`src/design/jse_pkg.sv`:
```
`default_nettype none

package jse_pkg;

    // depth of the job queue between classifier and expander
    localparam int QDEPTH = 4;
    localparam int QAW    = $clog2(QDEPTH);

    localparam logic [7:0] CH_BSLASH = 8'h5c;
    localparam logic [7:0] CH_U      = 8'h75;
    localparam logic [7:0] CH_QMARK  = 8'h3f;
    localparam logic [7:0] CH_NONE   = 8'h00;

    // what the expander has to produce for one input byte
    typedef enum logic [2:0] {
        K_MARK  = 3'd0,   // bare end marker
        K_BYTE  = 3'd1,   // one byte copied
        K_ESC   = 3'd2,   // backslash plus letter
        K_UNI   = 3'd3,   // backslash, u, four hex digits
        K_QMARK = 3'd4    // question mark for a long sequence
    } t_kind;

    typedef struct packed {
        t_kind       kind;
        logic [15:0] data;   // byte, escape letter or code point
        logic        last;   // job closes the string
    } t_job;

    typedef struct packed {
        logic [7:0] ch;
        logic       vld;
        logic       run_end;
        logic       str_end;
    } t_word;

    function automatic logic [7:0] escape_letter(input logic [7:0] b);
        logic [7:0] r;
        unique case (b)
            8'h08:   r = 8'h62;
            8'h09:   r = 8'h74;
            8'h0a:   r = 8'h6e;
            8'h0c:   r = 8'h66;
            8'h0d:   r = 8'h72;
            8'h22:   r = 8'h22;
            8'h2f:   r = 8'h2f;
            8'h5c:   r = 8'h5c;
            default: r = 8'h00;
        endcase
        return r;
    endfunction

    // continuation bytes announced by a lead byte, zero if invalid
    function automatic logic [2:0] lead_extra(input logic [7:0] b);
        logic [2:0] r;
        priority if (b < 8'hc0) r = 3'd0;
        else if (b < 8'he0)     r = 3'd1;
        else if (b < 8'hf0)     r = 3'd2;
        else if (b < 8'hf8)     r = 3'd3;
        else if (b < 8'hfc)     r = 3'd4;
        else if (b < 8'hfe)     r = 3'd5;
        else                    r = 3'd0;
        return r;
    endfunction

    function automatic logic [7:0] hex_digit(input logic [3:0] n);
        logic [7:0] r;
        if (n < 4'd10) r = 8'h30 + {4'd0, n};
        else           r = 8'h57 + {4'd0, n};
        return r;
    endfunction

endpackage

`default_nettype wire

```
`src/design/json_string_escaper.sv`:
```
// throughput: one input word per cycle while s_axis_tready is high, one output
//   word per cycle while m_axis_tready is high; an escape pair is 2 output words
//   and a u-escape 6, the job queue (4 deep) absorbs bursts and s_axis_tready
//   falls only when it is full
// reset: synchronous active low; clears sequence state, queue and output, raw mode on
`default_nettype none

module json_string_escaper (
    input  wire logic        i_clk,
    input  wire logic        i_rst_n,

    // configuration: pass_unicode_raw
    input  wire logic        i_cfg_valid,
    output logic             o_cfg_ready,
    input  wire logic        i_cfg_data,

    // input bytes
    input  wire logic        s_axis_tvalid,
    output logic             s_axis_tready,
    input  wire logic [7:0]  s_axis_tdata,   // [7:0] in_byte
    input  wire logic        s_axis_tlast,   // last_byte

    // escaped text
    output logic             m_axis_tvalid,
    input  wire logic        m_axis_tready,
    output logic [15:0]      m_axis_tdata,   // [7:0] out_byte, [8] run_end, rest zero
    output logic             m_axis_tuser,   // byte_valid
    output logic             m_axis_tlast    // string_end
);

    jse_pkg::t_job  job, head;
    jse_pkg::t_word word;
    logic           push, pop, head_valid, full, in_accept;

    // config is always taken; the user must change it only between strings, the block does not enforce this
    assign o_cfg_ready   = 1'b1;

    // front takes a word whenever the queue has room
    assign s_axis_tready = !full;
    assign in_accept     = s_axis_tvalid && s_axis_tready;

    // classifier: utf-8 sequence tracking, one job per byte that yields text or ends the string
    jse_front u_front (
        .i_clk    (i_clk),
        .i_rst_n  (i_rst_n),
        .i_cfg_we (i_cfg_valid),
        .i_cfg_raw(i_cfg_data),
        .i_accept (in_accept),
        .i_byte   (s_axis_tdata),
        .i_last   (s_axis_tlast),
        .o_job    (job),
        .o_push   (push)
    );

    // decouples the classifier from the expander
    jse_queue u_queue (
        .i_clk       (i_clk),
        .i_rst_n     (i_rst_n),
        .i_push      (push),
        .i_job       (job),
        .i_pop       (pop),
        .o_head      (head),
        .o_head_valid(head_valid),
        .o_full      (full)
    );

    // expander: turns each job into 1, 2 or 6 words behind an output register
    jse_back u_back (
        .i_clk       (i_clk),
        .i_rst_n     (i_rst_n),
        .i_head      (head),
        .i_head_valid(head_valid),
        .o_pop       (pop),
        .o_valid     (m_axis_tvalid),
        .o_word      (word),
        .i_ready     (m_axis_tready)
    );

    assign m_axis_tdata = {7'd0, word.run_end, word.ch};
    assign m_axis_tuser = word.vld;
    assign m_axis_tlast = word.str_end;

    // end of string always closes the run of its byte
    a_str_end_run_end: assert property (@(posedge i_clk) disable iff (!i_rst_n)
        m_axis_tvalid && m_axis_tlast |-> m_axis_tdata[8])
        else $error("string end without run end");

    // a bare marker only ever closes a string
    a_marker_is_end: assert property (@(posedge i_clk) disable iff (!i_rst_n)
        m_axis_tvalid && !m_axis_tuser |-> m_axis_tlast && m_axis_tdata[8]
            && m_axis_tdata[7:0] == 8'd0)
        else $error("bare marker not at string end");

    // nothing is pushed into a full queue
    a_no_overflow: assert property (@(posedge i_clk) disable iff (!i_rst_n)
        full |-> !push)
        else $error("job queue overflow");

    // output is empty right after reset
    a_reset_empty: assert property (@(posedge i_clk)
        !$past(i_rst_n) |-> !m_axis_tvalid)
        else $error("output valid after reset");

endmodule

`default_nettype wire

```
`src/design/jse_front.sv`:
```
`default_nettype none

module jse_front (
    input  wire logic           i_clk,
    input  wire logic           i_rst_n,
    input  wire logic           i_cfg_we,
    input  wire logic           i_cfg_raw,
    input  wire logic           i_accept,
    input  wire logic [7:0]     i_byte,
    input  wire logic           i_last,
    output jse_pkg::t_job       o_job,
    output logic                o_push
);

    logic       r_raw, n_raw;
    logic [2:0] r_need, n_need;
    logic [2:0] r_len, n_len;
    logic [7:0] r_lead, n_lead;
    logic [7:0] r_second, n_second;
    logic       r_discard, n_discard;

    logic [7:0] esc;
    logic [2:0] extra;
    logic       has_job;

    always_comb begin
        n_raw     = i_cfg_we ? i_cfg_raw : r_raw;
        n_need    = r_need;
        n_len     = r_len;
        n_lead    = r_lead;
        n_second  = r_second;
        n_discard = r_discard;
        has_job   = 1'b0;
        o_job     = '{kind: jse_pkg::K_MARK, data: 16'd0, last: i_last};
        esc       = jse_pkg::escape_letter(i_byte);
        extra     = jse_pkg::lead_extra(i_byte);

        if (r_discard) begin
            // byte dropped
        end else if (r_need != 3'd0) begin
            if (r_len - r_need == 3'd1) begin
                n_second = i_byte;
            end
            n_need = r_need - 3'd1;
            if (n_need == 3'd0) begin
                has_job = 1'b1;
                n_len   = 3'd0;
                if (r_len == 3'd2) begin
                    o_job.kind = jse_pkg::K_UNI;
                    o_job.data = {5'd0, r_lead[4:0], i_byte[5:0]};
                end else if (r_len == 3'd3) begin
                    o_job.kind = jse_pkg::K_UNI;
                    o_job.data = {r_lead[3:0], r_second[5:0], i_byte[5:0]};
                end else begin
                    o_job.kind = jse_pkg::K_QMARK;
                end
            end
        end else if (esc != 8'd0) begin
            has_job    = 1'b1;
            o_job.kind = jse_pkg::K_ESC;
            o_job.data = {8'd0, esc};
        end else if (!i_byte[7] || r_raw) begin
            has_job    = 1'b1;
            o_job.kind = jse_pkg::K_BYTE;
            o_job.data = {8'd0, i_byte};
        end else if (extra == 3'd0) begin
            n_discard = 1'b1;
        end else begin
            n_lead = i_byte;
            n_len  = extra + 3'd1;
            n_need = extra;
        end

        if (i_last) begin
            n_need    = 3'd0;
            n_len     = 3'd0;
            n_discard = 1'b0;
        end

        o_push = i_accept && (has_job || i_last);
    end

    always_ff @(posedge i_clk) begin
        if (!i_rst_n) begin
            r_raw     <= 1'b1;
            r_need    <= 3'd0;
            r_len     <= 3'd0;
            r_lead    <= 8'd0;
            r_second  <= 8'd0;
            r_discard <= 1'b0;
        end else begin
            r_raw <= n_raw;
            if (i_accept) begin
                r_need    <= n_need;
                r_len     <= n_len;
                r_lead    <= n_lead;
                r_second  <= n_second;
                r_discard <= n_discard;
            end
        end
    end

endmodule

`default_nettype wire

```
`src/design/jse_queue.sv`:
```
`default_nettype none

module jse_queue (
    input  wire logic           i_clk,
    input  wire logic           i_rst_n,
    input  wire logic           i_push,
    input  wire jse_pkg::t_job  i_job,
    input  wire logic           i_pop,
    output jse_pkg::t_job       o_head,
    output logic                o_head_valid,
    output logic                o_full
);

    jse_pkg::t_job               r_mem [jse_pkg::QDEPTH];
    logic [jse_pkg::QAW-1:0]     r_wptr, r_rptr;
    logic [jse_pkg::QAW:0]       r_count;

    assign o_head       = r_mem[r_rptr];
    assign o_head_valid = (r_count != '0);
    assign o_full       = (r_count == (jse_pkg::QAW+1)'(jse_pkg::QDEPTH));

    always_ff @(posedge i_clk) begin
        if (i_push) begin
            r_mem[r_wptr] <= i_job;
        end
    end

    always_ff @(posedge i_clk) begin
        if (!i_rst_n) begin
            r_wptr  <= '0;
            r_rptr  <= '0;
            r_count <= '0;
        end else begin
            if (i_push) r_wptr <= r_wptr + 1'b1;
            if (i_pop)  r_rptr <= r_rptr + 1'b1;
            if (i_push && !i_pop)      r_count <= r_count + 1'b1;
            else if (i_pop && !i_push) r_count <= r_count - 1'b1;
        end
    end

endmodule

`default_nettype wire

```
`src/design/jse_back.sv`:
```
`default_nettype none

module jse_back (
    input  wire logic           i_clk,
    input  wire logic           i_rst_n,
    input  wire jse_pkg::t_job  i_head,
    input  wire logic           i_head_valid,
    output logic                o_pop,
    output logic                o_valid,
    output jse_pkg::t_word      o_word,
    input  wire logic           i_ready
);

    jse_pkg::t_job  r_job, n_job;
    logic           r_busy, n_busy;
    logic [2:0]     r_idx, n_idx;
    logic           r_ovalid, n_ovalid;
    jse_pkg::t_word r_oword, n_oword;

    logic           adv;
    logic [2:0]     last_idx;
    logic [3:0]     nib;
    jse_pkg::t_word word;

    always_comb begin
        unique case (r_idx)
            3'd2:    nib = r_job.data[15:12];
            3'd3:    nib = r_job.data[11:8];
            3'd4:    nib = r_job.data[7:4];
            default: nib = r_job.data[3:0];
        endcase

        word.vld = 1'b1;
        unique case (r_job.kind)
            jse_pkg::K_MARK: begin
                last_idx = 3'd0;
                word.ch  = jse_pkg::CH_NONE;
                word.vld = 1'b0;
            end
            jse_pkg::K_BYTE: begin
                last_idx = 3'd0;
                word.ch  = r_job.data[7:0];
            end
            jse_pkg::K_ESC: begin
                last_idx = 3'd1;
                word.ch  = (r_idx == 3'd0) ? jse_pkg::CH_BSLASH : r_job.data[7:0];
            end
            jse_pkg::K_UNI: begin
                last_idx = 3'd5;
                if (r_idx == 3'd0)      word.ch = jse_pkg::CH_BSLASH;
                else if (r_idx == 3'd1) word.ch = jse_pkg::CH_U;
                else                    word.ch = jse_pkg::hex_digit(nib);
            end
            default: begin
                last_idx = 3'd0;
                word.ch  = jse_pkg::CH_QMARK;
            end
        endcase
        word.run_end = (r_idx == last_idx);
        word.str_end = word.run_end && r_job.last;
    end

    always_comb begin
        adv      = !r_ovalid || i_ready;
        n_job    = r_job;
        n_busy   = r_busy;
        n_idx    = r_idx;
        n_ovalid = r_ovalid;
        n_oword  = r_oword;
        o_pop    = 1'b0;

        if (r_busy) begin
            if (adv) begin
                n_ovalid = 1'b1;
                n_oword  = word;
                if (word.run_end) begin
                    o_pop  = i_head_valid;
                    n_busy = i_head_valid;
                    n_job  = i_head;
                    n_idx  = 3'd0;
                end else begin
                    n_idx = r_idx + 3'd1;
                end
            end
        end else begin
            if (adv) n_ovalid = 1'b0;
            if (i_head_valid) begin
                o_pop  = 1'b1;
                n_busy = 1'b1;
                n_job  = i_head;
                n_idx  = 3'd0;
            end
        end
    end

    always_ff @(posedge i_clk) begin
        r_job   <= n_job;
        r_oword <= n_oword;
        if (!i_rst_n) begin
            r_busy   <= 1'b0;
            r_idx    <= 3'd0;
            r_ovalid <= 1'b0;
        end else begin
            r_busy   <= n_busy;
            r_idx    <= n_idx;
            r_ovalid <= n_ovalid;
        end
    end

    assign o_valid = r_ovalid;
    assign o_word  = r_oword;

endmodule

`default_nettype wire
```
`config.mk`:
```
export PLATFORM = sky130hd
export DESIGN_NAME = json_string_escaper
export DESIGN_NICKNAME = d
export VERILOG_FILES = /design/src/design/jse_pkg.sv /design/src/design/json_string_escaper.sv /design/src/design/jse_front.sv /design/src/design/jse_queue.sv /design/src/design/jse_back.sv
export SDC_FILE = /design/constraint.sdc
export NUM_CORES = 1
export LEC_CHECK = 0
export BUFFER_PORTS_ARGS = -buffer_cell sky130_fd_sc_hd__buf_4
export CAP_MARGIN = 20
export CORE_MARGIN = 1.5
export CORE_UTILIZATION = 44
export DETAILED_ROUTE_END_ITERATION = 8
export SYNTH_ARGS = -nofsm -noshare
export SYNTH_HDL_FRONTEND = slang
export SYNTH_SLANG_ARGS = --single-unit
```
`constraint.sdc`:
```
create_clock -name i_clk -period 3.9 [get_ports i_clk]
set_input_delay 0.975 -clock i_clk [delete_from_list [all_inputs] [get_ports i_clk]]
set_output_delay 0.975 -clock i_clk [all_outputs]
set_load 0.005 [all_outputs]
```
* Yosys cells after proc, flatten, opt, wreduce, memory -nomap -nowiden
Memory sizes are Yosys's and may differ from the RTL's. A register that Yosys moved wholly into a read port is not among the register bits.
Index checks and enable logic that the tools add are counted.
** Storage, ports and cells
- Output and inout bits :: 21
- Flip-flop bits (word level) :: 62
- Memories :: 1
- Bits in writable memories :: 80
- Input bits :: 15
** Memories
- u_queue.r_mem :: words 4, bits a word 20, rd ports 1, clocked after Yosys merged registers in 1, write ports 1, line jse_queue.sv:14 : jse_pkg::t_job r_mem [jse_pkg::QDEPTH];
** Operators by class
- Muxes and demuxes :: 71
- Bitwise gates (word level) :: 5
- Reduce and logical (&&, ||, !) cells :: 29
- $add $sub $neg :: 10
- Equal/unequal tests :: 27
- Magnitude comparators :: 7
** Operators by type and width (count)
- two-way mux 19 bit :: 5
- two-way mux 20 bit :: 4
- two-way mux 3 bit :: 26
- one-hot mux 7 bit (8 select lines) :: 1
- less-than comparator 8 bit (second input constant) :: 6
- equality test 8 x 4 -> 1 bit (second input constant) :: 5
- two-way mux 8 bit :: 4
- one-hot mux 8 bit (4 select lines) :: 1
- two-way mux 1 bit :: 24
- equality test 3 x 2 -> 1 bit (second input constant) :: 6
- two-way mux 17 bit :: 1
- equality test 8 x 6 -> 1 bit (second input constant) :: 2
- two-way mux 16 bit :: 1
- zero test 3 bit :: 4
- one-hot mux 4 bit (3 select lines) :: 1
- AND reduction 6 bit :: 2
- adder 3 x 1 -> 3 bit (second input constant) :: 3
- equality test 3 x 1 -> 1 bit (second input constant) :: 3
- != test 3 x 2 -> 1 bit (second input constant) :: 3
- adder 7 x 4 -> 8 bit (first input constant) :: 1
- equality test 8 x 7 -> 1 bit (second input constant) :: 1
- nonzero test 8 bit :: 1
- adder 6 x 4 -> 7 bit (first input constant) :: 1
- equality test 3 bit (second input constant) :: 2
- other kinds (19) :: 41

* Depth between registers and ports, before layout
- Word-level depth :: 14
- Gate-level depth with buffers :: 12
- Gate-level depth less buffers :: 12

* Modules after synthesis
A second synthesis with hierarchy kept.
** Unflattened totals
- Cell total of the unflattened synthesis :: 516
- Area, all modules :: 6849.1 µm²
** Modules (own cells, without submodules)
- jse_queue :: times used 1, area each 3331.9 µm², cells each 147
- jse_back :: times used 1, area each 1737.9 µm², cells each 142
- jse_front :: times used 1, area each 1701.6 µm², cells each 215
- json_string_escaper :: times used 1, area each 77.6 µm², cells each 12

* Worst setup path after synthesis
No wires, ideal clock.
- Path kind :: input -> register
- Start point :: input s_axis_tdata[7]
- End point :: register u_queue.r_count[2] in the netlist's numbering
- Path buffers :: 1
- Data arrival time :: 3.068 ns
- Stages :: 11
- Setup slack :: 0.756 ns
- Cells stage by stage :: buf_4 > nand2b_1 > nand2_1 > a21o_1 > a21oi_1 > ha_1 > inv_1 > fa_1 > xor2_1 > or3_1 > a21boi_0
** On the way
- Word-level cells in the longest chain between the ends :: 11
- Elaborated cells between the ends (all ways) :: 23
- Classes of those cells :: eq/ne: 8; mux: 6; reduce/logical: 9
** RTL lines
- from (decl) :: line json_string_escaper.sv:20 : input wire logic [7:0] s_axis_tdata,
- equality test 8 x 7 -> 1 bit, or another cell as far along :: line jse_pkg.sv:38 : unique case (b)
- one-hot mux 7 bit (8 select lines) or logical OR 1 bit (tied branches) :: line jse_pkg.sv:38, jse_front.sv:62
- nonzero test 8 bit or two-way mux 1 bit (tied branches) :: line jse_front.sv:58, jse_front.sv:62
- two-way mux 1 bit * :: line jse_front.sv:58 : end else if (esc != 8'd0) begin
- two-way mux 1 bit * :: line jse_front.sv:40 : end else if (r_need != 3'd0) begin
- two-way mux 1 bit * :: line jse_front.sv:38 : if (r_discard) begin
- logical OR 1 bit * :: line jse_front.sv:80 : o_push = i_accept && (has_job || i_last);
- logical AND 1 bit * :: line jse_front.sv:80
- via push :: line json_string_escaper.sv:33 : logic push, pop, head_valid, full, in_accept;
- zero test 1 bit :: line jse_queue.sv:37 : else if (i_pop && !i_push) r_count <= r_count - 1'b1;
- logical AND 1 bit :: line jse_queue.sv:37
- nonzero test 2 bit (no source line)
- to (signal assigned) :: line jse_queue.sv:36 : if (i_push && !i_pop) r_count <= r_count + 1'b1;
- to (signal assigned) :: line jse_queue.sv:37
- to (decl) :: line jse_queue.sv:16 : logic [jse_pkg::QAW:0] r_count;
The timed path passes the listed nets; every way through them passes the cells marked *.
A chain may end at the register's enable or synchronous reset.

* Worst setup path in the final report
- Start point :: register u_front.r_need[0]
- End point :: register u_queue.r_count[2] in the netlist's numbering
** On the way
- Word-level cells in the longest chain between the ends :: 10
- Elaborated cells between the ends (all ways) :: 13
- Classes of those cells :: add/sub: 1; mux: 4; reduce/logical: 8
** RTL lines
- from (decl) :: line jse_front.sv:16 : logic [2:0] r_need, n_need;
- from (signal assigned) :: line jse_front.sv:94 : r_need <= n_need;
- subtractor 3 x 1 -> 3 bit :: line jse_front.sv:44 : n_need = r_need - 3'd1;
- zero test 3 bit :: line jse_front.sv:45 : if (n_need == 3'd0) begin
- two-way mux 1 bit :: line jse_front.sv:45
- two-way mux 1 bit * :: line jse_front.sv:40
- two-way mux 1 bit * :: line jse_front.sv:38
- logical OR 1 bit * :: line jse_front.sv:80
- logical AND 1 bit * :: line jse_front.sv:80
- via push :: line json_string_escaper.sv:33
- zero test 1 bit :: line jse_queue.sv:37
- logical AND 1 bit :: line jse_queue.sv:37
- nonzero test 2 bit (no source line)
Marks and branches as above.

==> report_table.html <==
<table>
<tr><th>Metric</th><th>Value</th></tr>
<tr><th colspan="2">Cells and area</th></tr>
<tr><td>N_diodes</td><td>0</td></tr>
<tr><td>Commonest cells after routing, fill and taps aside</td><td>111 x sky130_fd_sc_hd__edfxtp_1, 36 x sky130_fd_sc_hd__buf_4, 33 x sky130_fd_sc_hd__dfxtp_1, 31 x sky130_fd_sc_hd__nand2_1</td></tr>
<tr><td>Most frequent standard cell in the layout excluding fill and tap cells</td><td>sky130_fd_sc_hd__edfxtp_1</td></tr>
<tr><td>Total Nets Final</td><td>574</td></tr>
<tr><td>Share of the core filled with cells in the final layout</td><td>52.1%</td></tr>
<tr><td>Proportion of layout cells with a drive suffix above 1</td><td>15.9%</td></tr>
<tr><td>Post-synthesis to final-layout area growth</td><td>14.1%</td></tr>
<tr><th colspan="2">Drt</th></tr>
<tr><td>Avg WL per Cell</td><td>17.6 um</td></tr>
<tr><td>First-iteration detailed-routing DRC count</td><td>279</td></tr>
<tr><td>Residual DRC</td><td>0</td></tr>
<tr><td>Avg Vias per Cell</td><td>5.59</td></tr>
<tr><td>Wire length after detailed routing</td><td>13000 um</td></tr>
<tr><td>Post-route antenna net violation count</td><td>0</td></tr>
<tr><td>Vias</td><td>4120</td></tr>
<tr><td>Detailed Routing Iterations Pass 1</td><td>6</td></tr>
<tr><th colspan="2">Logic synthesis</th></tr>
<tr><td>Unique masters post-synth</td><td>60</td></tr>
<tr><td>Cell taking the most area after synthesis</td><td>sky130_fd_sc_hd__edfxtp_1</td></tr>
<tr><td>Leading register cell type out of synthesis</td><td>sky130_fd_sc_hd__edfxtp_1</td></tr>
<tr><td>Synthesized cell area</td><td>0.00671 mm^2</td></tr>
<tr><td>Post-synth EDFFs</td><td>111</td></tr>
<tr><td>Synthesized area per cell</td><td>13.1 um^2</td></tr>
<tr><td>Yosys warns</td><td>0</td></tr>
<tr><td>Share of the synthesized area in the top cell type</td><td>49.6%</td></tr>
<tr><td>Share of async-settable or async-resettable flops after synthesis</td><td>0%</td></tr>
<tr><td>Gate count of the mapped netlist</td><td>511</td></tr>
<tr><td>#FFs+latches synth</td><td>144</td></tr>
<tr><td>Post-synthesis sequential area ratio</td><td>59.5%</td></tr>
<tr><td>Ranking of synthesized cells by area</td><td>sky130_fd_sc_hd__edfxtp_1 50%, sky130_fd_sc_hd__dfxtp_1 9.8%, sky130_fd_sc_hd__mux4_2 6.7%</td></tr>
<tr><th colspan="2">Setup path</th></tr>
<tr><td>Worst setup startpoint</td><td>u_front.r_need[0]</td></tr>
<tr><td>Worst path cell trace</td><td>inv_1, ha_1, nor2b_1, nand2_1, a21o_1, a21oi_1, buf_4, ha_1, inv_1, fa_1, xor2_1, or3_1, a21boi_0</td></tr>
<tr><td>Arr. time, crit path</td><td>3.36 ns</td></tr>
<tr><td>Critical path capture point</td><td>u_queue.r_count[2]</td></tr>
<tr><td>Required time of the worst setup path</td><td>4.23 ns</td></tr>
<tr><td>Reg2Reg Depth</td><td>13</td></tr>
<tr><td>Internal reg-to-reg setup slack</td><td>0.87 ns</td></tr>
<tr><td>Delay of the slowest cell on the worst path</td><td>0.37 ns</td></tr>
<tr><td>CP Capture Type</td><td>flop</td></tr>
<tr><td>Sum of buffers and inverters on the critical path</td><td>3</td></tr>
<tr><td>Worst reg2reg path startpoint</td><td>u_front.r_need[0]</td></tr>
<tr><td>Crit path max-delay cell type</td><td>sky130_fd_sc_hd__fa_1</td></tr>
<tr><td>Cell count along the critical path</td><td>13</td></tr>
<tr><td>Peak fanout along the critical path</td><td>8</td></tr>
<tr><td>Startpoint Class</td><td>flop</td></tr>
<tr><td>Kind of critical path</td><td>reg2reg</td></tr>
<tr><td>Worst r2r dst</td><td>u_queue.r_count[2]</td></tr>
<tr><td>Cell class contributing the biggest share of worst-path delay</td><td>adder cells</td></tr>
<tr><th colspan="2">STA</th></tr>
<tr><td>Post-layout min period</td><td>3.03 ns</td></tr>
<tr><td>Tightest slew margin relative to the limit</td><td>29.0%</td></tr>
<tr><td>Final clock period utilization by the worst path</td><td>77.7%</td></tr>
<tr><td>Summed negative setup slack over all endpoints</td><td>0 ns</td></tr>
<tr><td>Final Setup Violations</td><td>0</td></tr>
<tr><td>Maximum clock rate</td><td>330 MHz</td></tr>
<tr><td>RSZ-0062 raised after global routing</td><td>no</td></tr>
<tr><td>Count of endpoints failing hold in the final timing report</td><td>0</td></tr>
<tr><td>Count of pins over their slew limit</td><td>0</td></tr>
<tr><td>Worst-Margin Slew</td><td>1.06 ns</td></tr>
<tr><td>Worst clock skew on the final layout</td><td>0.00731 ns</td></tr>
<tr><th colspan="2">Clock network</th></tr>
<tr><td>CTS H-tree depth</td><td>4</td></tr>
<tr><td>Hold_buf cts</td><td>0</td></tr>
<tr><td>Number of clock sinks seen by CTS</td><td>144</td></tr>
<tr><td>Clock tree from TritonCTS</td><td>built</td></tr>
<tr><td>Post-CTS Setup Bufs</td><td>0</td></tr>
<tr><td>Library cell used as clock root buffer</td><td>sky130_fd_sc_hd__clkbuf_16</td></tr>
<tr><td>Number of gates resized after cts</td><td>0</td></tr>
<tr><td>Skew-Pair Late Insertion Delay</td><td>0.42 ns</td></tr>
<tr><td>Number of buffers inserted during clock tree synthesis</td><td>17</td></tr>
<tr><td>Worst-case clock buffer depth</td><td>2</td></tr>
<tr><td>Clock-pin transition on the worst setup and hold timing paths</td><td>0.05 ns</td></tr>
<tr><th colspan="2">Floorplan</th></tr>
<tr><td>Initial core utilization</td><td>45.7%</td></tr>
<tr><td>Core Box Area</td><td>0.0147 mm^2</td></tr>
<tr><td>Die X-Extent</td><td>127 um</td></tr>
<tr><td>Area enclosed by the die boundary</td><td>0.0160 mm^2</td></tr>
<tr><td>I/O pin total</td><td>36</td></tr>
<tr><td>Row Count</td><td>44</td></tr>
<tr><td>Die Height</td><td>127 um</td></tr>
<tr><th colspan="2">Power</th></tr>
<tr><td>Power Internal</td><td>3.62 mW</td></tr>
<tr><td>Peak supply drop</td><td>0.000311 V</td></tr>
<tr><td>Seq pwr share</td><td>45.1%</td></tr>
<tr><td>Share of total power in the clock network</td><td>32.5%</td></tr>
<tr><td>Switching power as a share of total power</td><td>27.7%</td></tr>
<tr><td>Switching power</td><td>1.39 mW</td></tr>
<tr><td>Leakage power</td><td>2.70 nW</td></tr>
<tr><td>Combinational Power Share</td><td>22.4%</td></tr>
<tr><td>Areal power density over the cells</td><td>653 mW/mm^2</td></tr>
<tr><th colspan="2">Global route</th></tr>
<tr><td>First-pass GRT wire length</td><td>21200 um</td></tr>
<tr><td>Total global routing track utilization</td><td>17.5%</td></tr>
<tr><td>Antenna violations before repair</td><td>0</td></tr>
<tr><td>Pin count of the biggest net entering global routing</td><td>37</td></tr>
<tr><td>GRT overflow</td><td>0</td></tr>
<tr><td>Via count of the first global-routing pass</td><td>4148</td></tr>
<tr><th colspan="2">Worst hold path</th></tr>
<tr><td>Hold WC Path Type</td><td>reg2reg</td></tr>
<tr><th colspan="2">Placement</th></tr>
<tr><td>Number of port buffers</td><td>27</td></tr>
<tr><td>Placed wire-length estimate after detailed placement</td><td>9000 um</td></tr>
<tr><td>Placer's final routability congestion estimate</td><td>0.908</td></tr>
<tr><th colspan="2">Job</th></tr>
<tr><td>Number of max-capacitance violations reported</td><td>0</td></tr>
<tr><th colspan="2">Outcome</th></tr>
<tr><td>Result of the run</td><td>finished clean</td></tr>
</table>
## cells by family after synthesis
logic type	count (synthesis)	synth area share, %
compound gates	95	9.88
other cells	2	0.112
xor+xnor	10	1.30
buf+inv	53	3.75
fa+ha+maj	19	3.76
simple gates	146	11.7
flops	144	59.5
mux	42	9.99
## synth_stat cells (2+ instances only)
master,count
sky130_fd_sc_hd__a211o_1,3
sky130_fd_sc_hd__a21boi_0,5
sky130_fd_sc_hd__a21boi_1,2
sky130_fd_sc_hd__a21o_1,6
sky130_fd_sc_hd__a21oi_1,21
sky130_fd_sc_hd__a221o_1,3
sky130_fd_sc_hd__a221oi_1,3
sky130_fd_sc_hd__a22oi_1,2
sky130_fd_sc_hd__a2bb2oi_1,2
sky130_fd_sc_hd__a31oi_1,5
sky130_fd_sc_hd__and2_1,12
sky130_fd_sc_hd__and3_1,7
sky130_fd_sc_hd__and3b_1,2
sky130_fd_sc_hd__and4b_1,2
sky130_fd_sc_hd__buf_2,6
sky130_fd_sc_hd__buf_4,10
sky130_fd_sc_hd__clkbuf_1,15
sky130_fd_sc_hd__conb_1,2
sky130_fd_sc_hd__dfxtp_1,33
sky130_fd_sc_hd__edfxtp_1,111
sky130_fd_sc_hd__fa_1,2
sky130_fd_sc_hd__ha_1,17
sky130_fd_sc_hd__inv_1,21
sky130_fd_sc_hd__mux2i_1,22
sky130_fd_sc_hd__mux4_2,20
sky130_fd_sc_hd__nand2_1,31
sky130_fd_sc_hd__nand2b_1,9
sky130_fd_sc_hd__nand3_1,15
sky130_fd_sc_hd__nor2_1,22
sky130_fd_sc_hd__nor2b_1,19
sky130_fd_sc_hd__nor3_1,11
sky130_fd_sc_hd__nor4b_1,2
sky130_fd_sc_hd__o21a_1,4
sky130_fd_sc_hd__o21ai_0,20
sky130_fd_sc_hd__o2bb2ai_1,3
sky130_fd_sc_hd__o31ai_1,3
sky130_fd_sc_hd__or3_1,7
sky130_fd_sc_hd__xnor2_1,6
sky130_fd_sc_hd__xor2_1,4
## registers in the layout, indices dropped and copies added, names as in the netlist, named ones only
name	flops
u_front.r_raw	1
u_front.r_need	3
u_back.r_idx	3
u_queue.r_count	3
u_back.r_busy	1
u_front.r_discard	1
u_front.r_second	6
u_queue.r_wptr	2
u_queue.r_rptr	2
u_front.r_len	3
u_back.r_job	20
u_front.r_lead	5
u_back.o_word	11
u_queue.r_mem	80
u_back.o_valid	1
## worst reg2reg max path, delay by kind of cell, from the launching register on
family	cells	cell delay [ns]
adders and majority gates	3	0.83
and+or+nand+nor	3	0.75
AOI/OAI and AO/OA	3	0.52
buffers and inverters	3	0.35
DFF	1	0.33
xor gates and xnor gates	1	0.18
## how the worst min path moves through the flow
stage / cells after the start / to / startpoint
after floorplan: 2 / u_front.r_len[1] / u_front.r_len[1]
after global placement: 2 / u_front.r_len[1] / u_front.r_len[1]
after detailed placement: 2 / u_front.r_len[1] / u_front.r_len[1]
after CTS: 2 / u_front.r_len[1] / u_front.r_len[1]
after global routing: 2 / u_front.r_len[1] / u_front.r_len[1]
final: 2 / u_front.r_len[1] / u_front.r_len[1]
## power by group through the flow
stage	combinational [mW]	sequential, mW	clock, mW
4_1_cts	1.14	2.26	1.66
3_3_place_gp	1.10	2.27	0
2_1_floorplan	0.849	2.18	0
3_5_place_dp	1.14	2.29	0
5_1_grt	1.25	2.29	1.73
6_report	1.12	2.26	1.63
## final cells by class
class	count	area [um^2]
flip-flops and latches	144	3990
well taps	184	230
clock buffers	22	464
multi-input cells	320	2490
fillers	1228	7040
clock inverters	10	133
repair buffers	36	270
inverters	21	78.8
## per-layer routing
layer	wire (um)	global-route usage (%)	vias up	part of all wire [%]
met4	199	6.69	0	1.5
li1	-	-	1965	-
met3	497	4.18	18	3.8
met1	5740	21.6	2036	44
met2	6560	29.8	101	50
met5	0	0	-	0
## through the flow
stage / setup slack [ns] / instance area (um^2) / std cells / hold slack, ns / power (mW)
after global routing: 0.702 / 7660 / 737 / 0.502 / 5.27
after CTS: 0.862 / 7660 / 737 / 0.465 / 5.06
after floorplan: 0.756 / 6740 / 517 / 0.438 / 3.03
after global placement: 0.753 / 7060 / 705 / 0.453 / 3.38
final: 0.871 / 7660 / 737 / 0.461 / 5.01
after detailed placement: 0.622 / 7060 / 705 / 0.457 / 3.42
(Power assumes the default switching activity.)
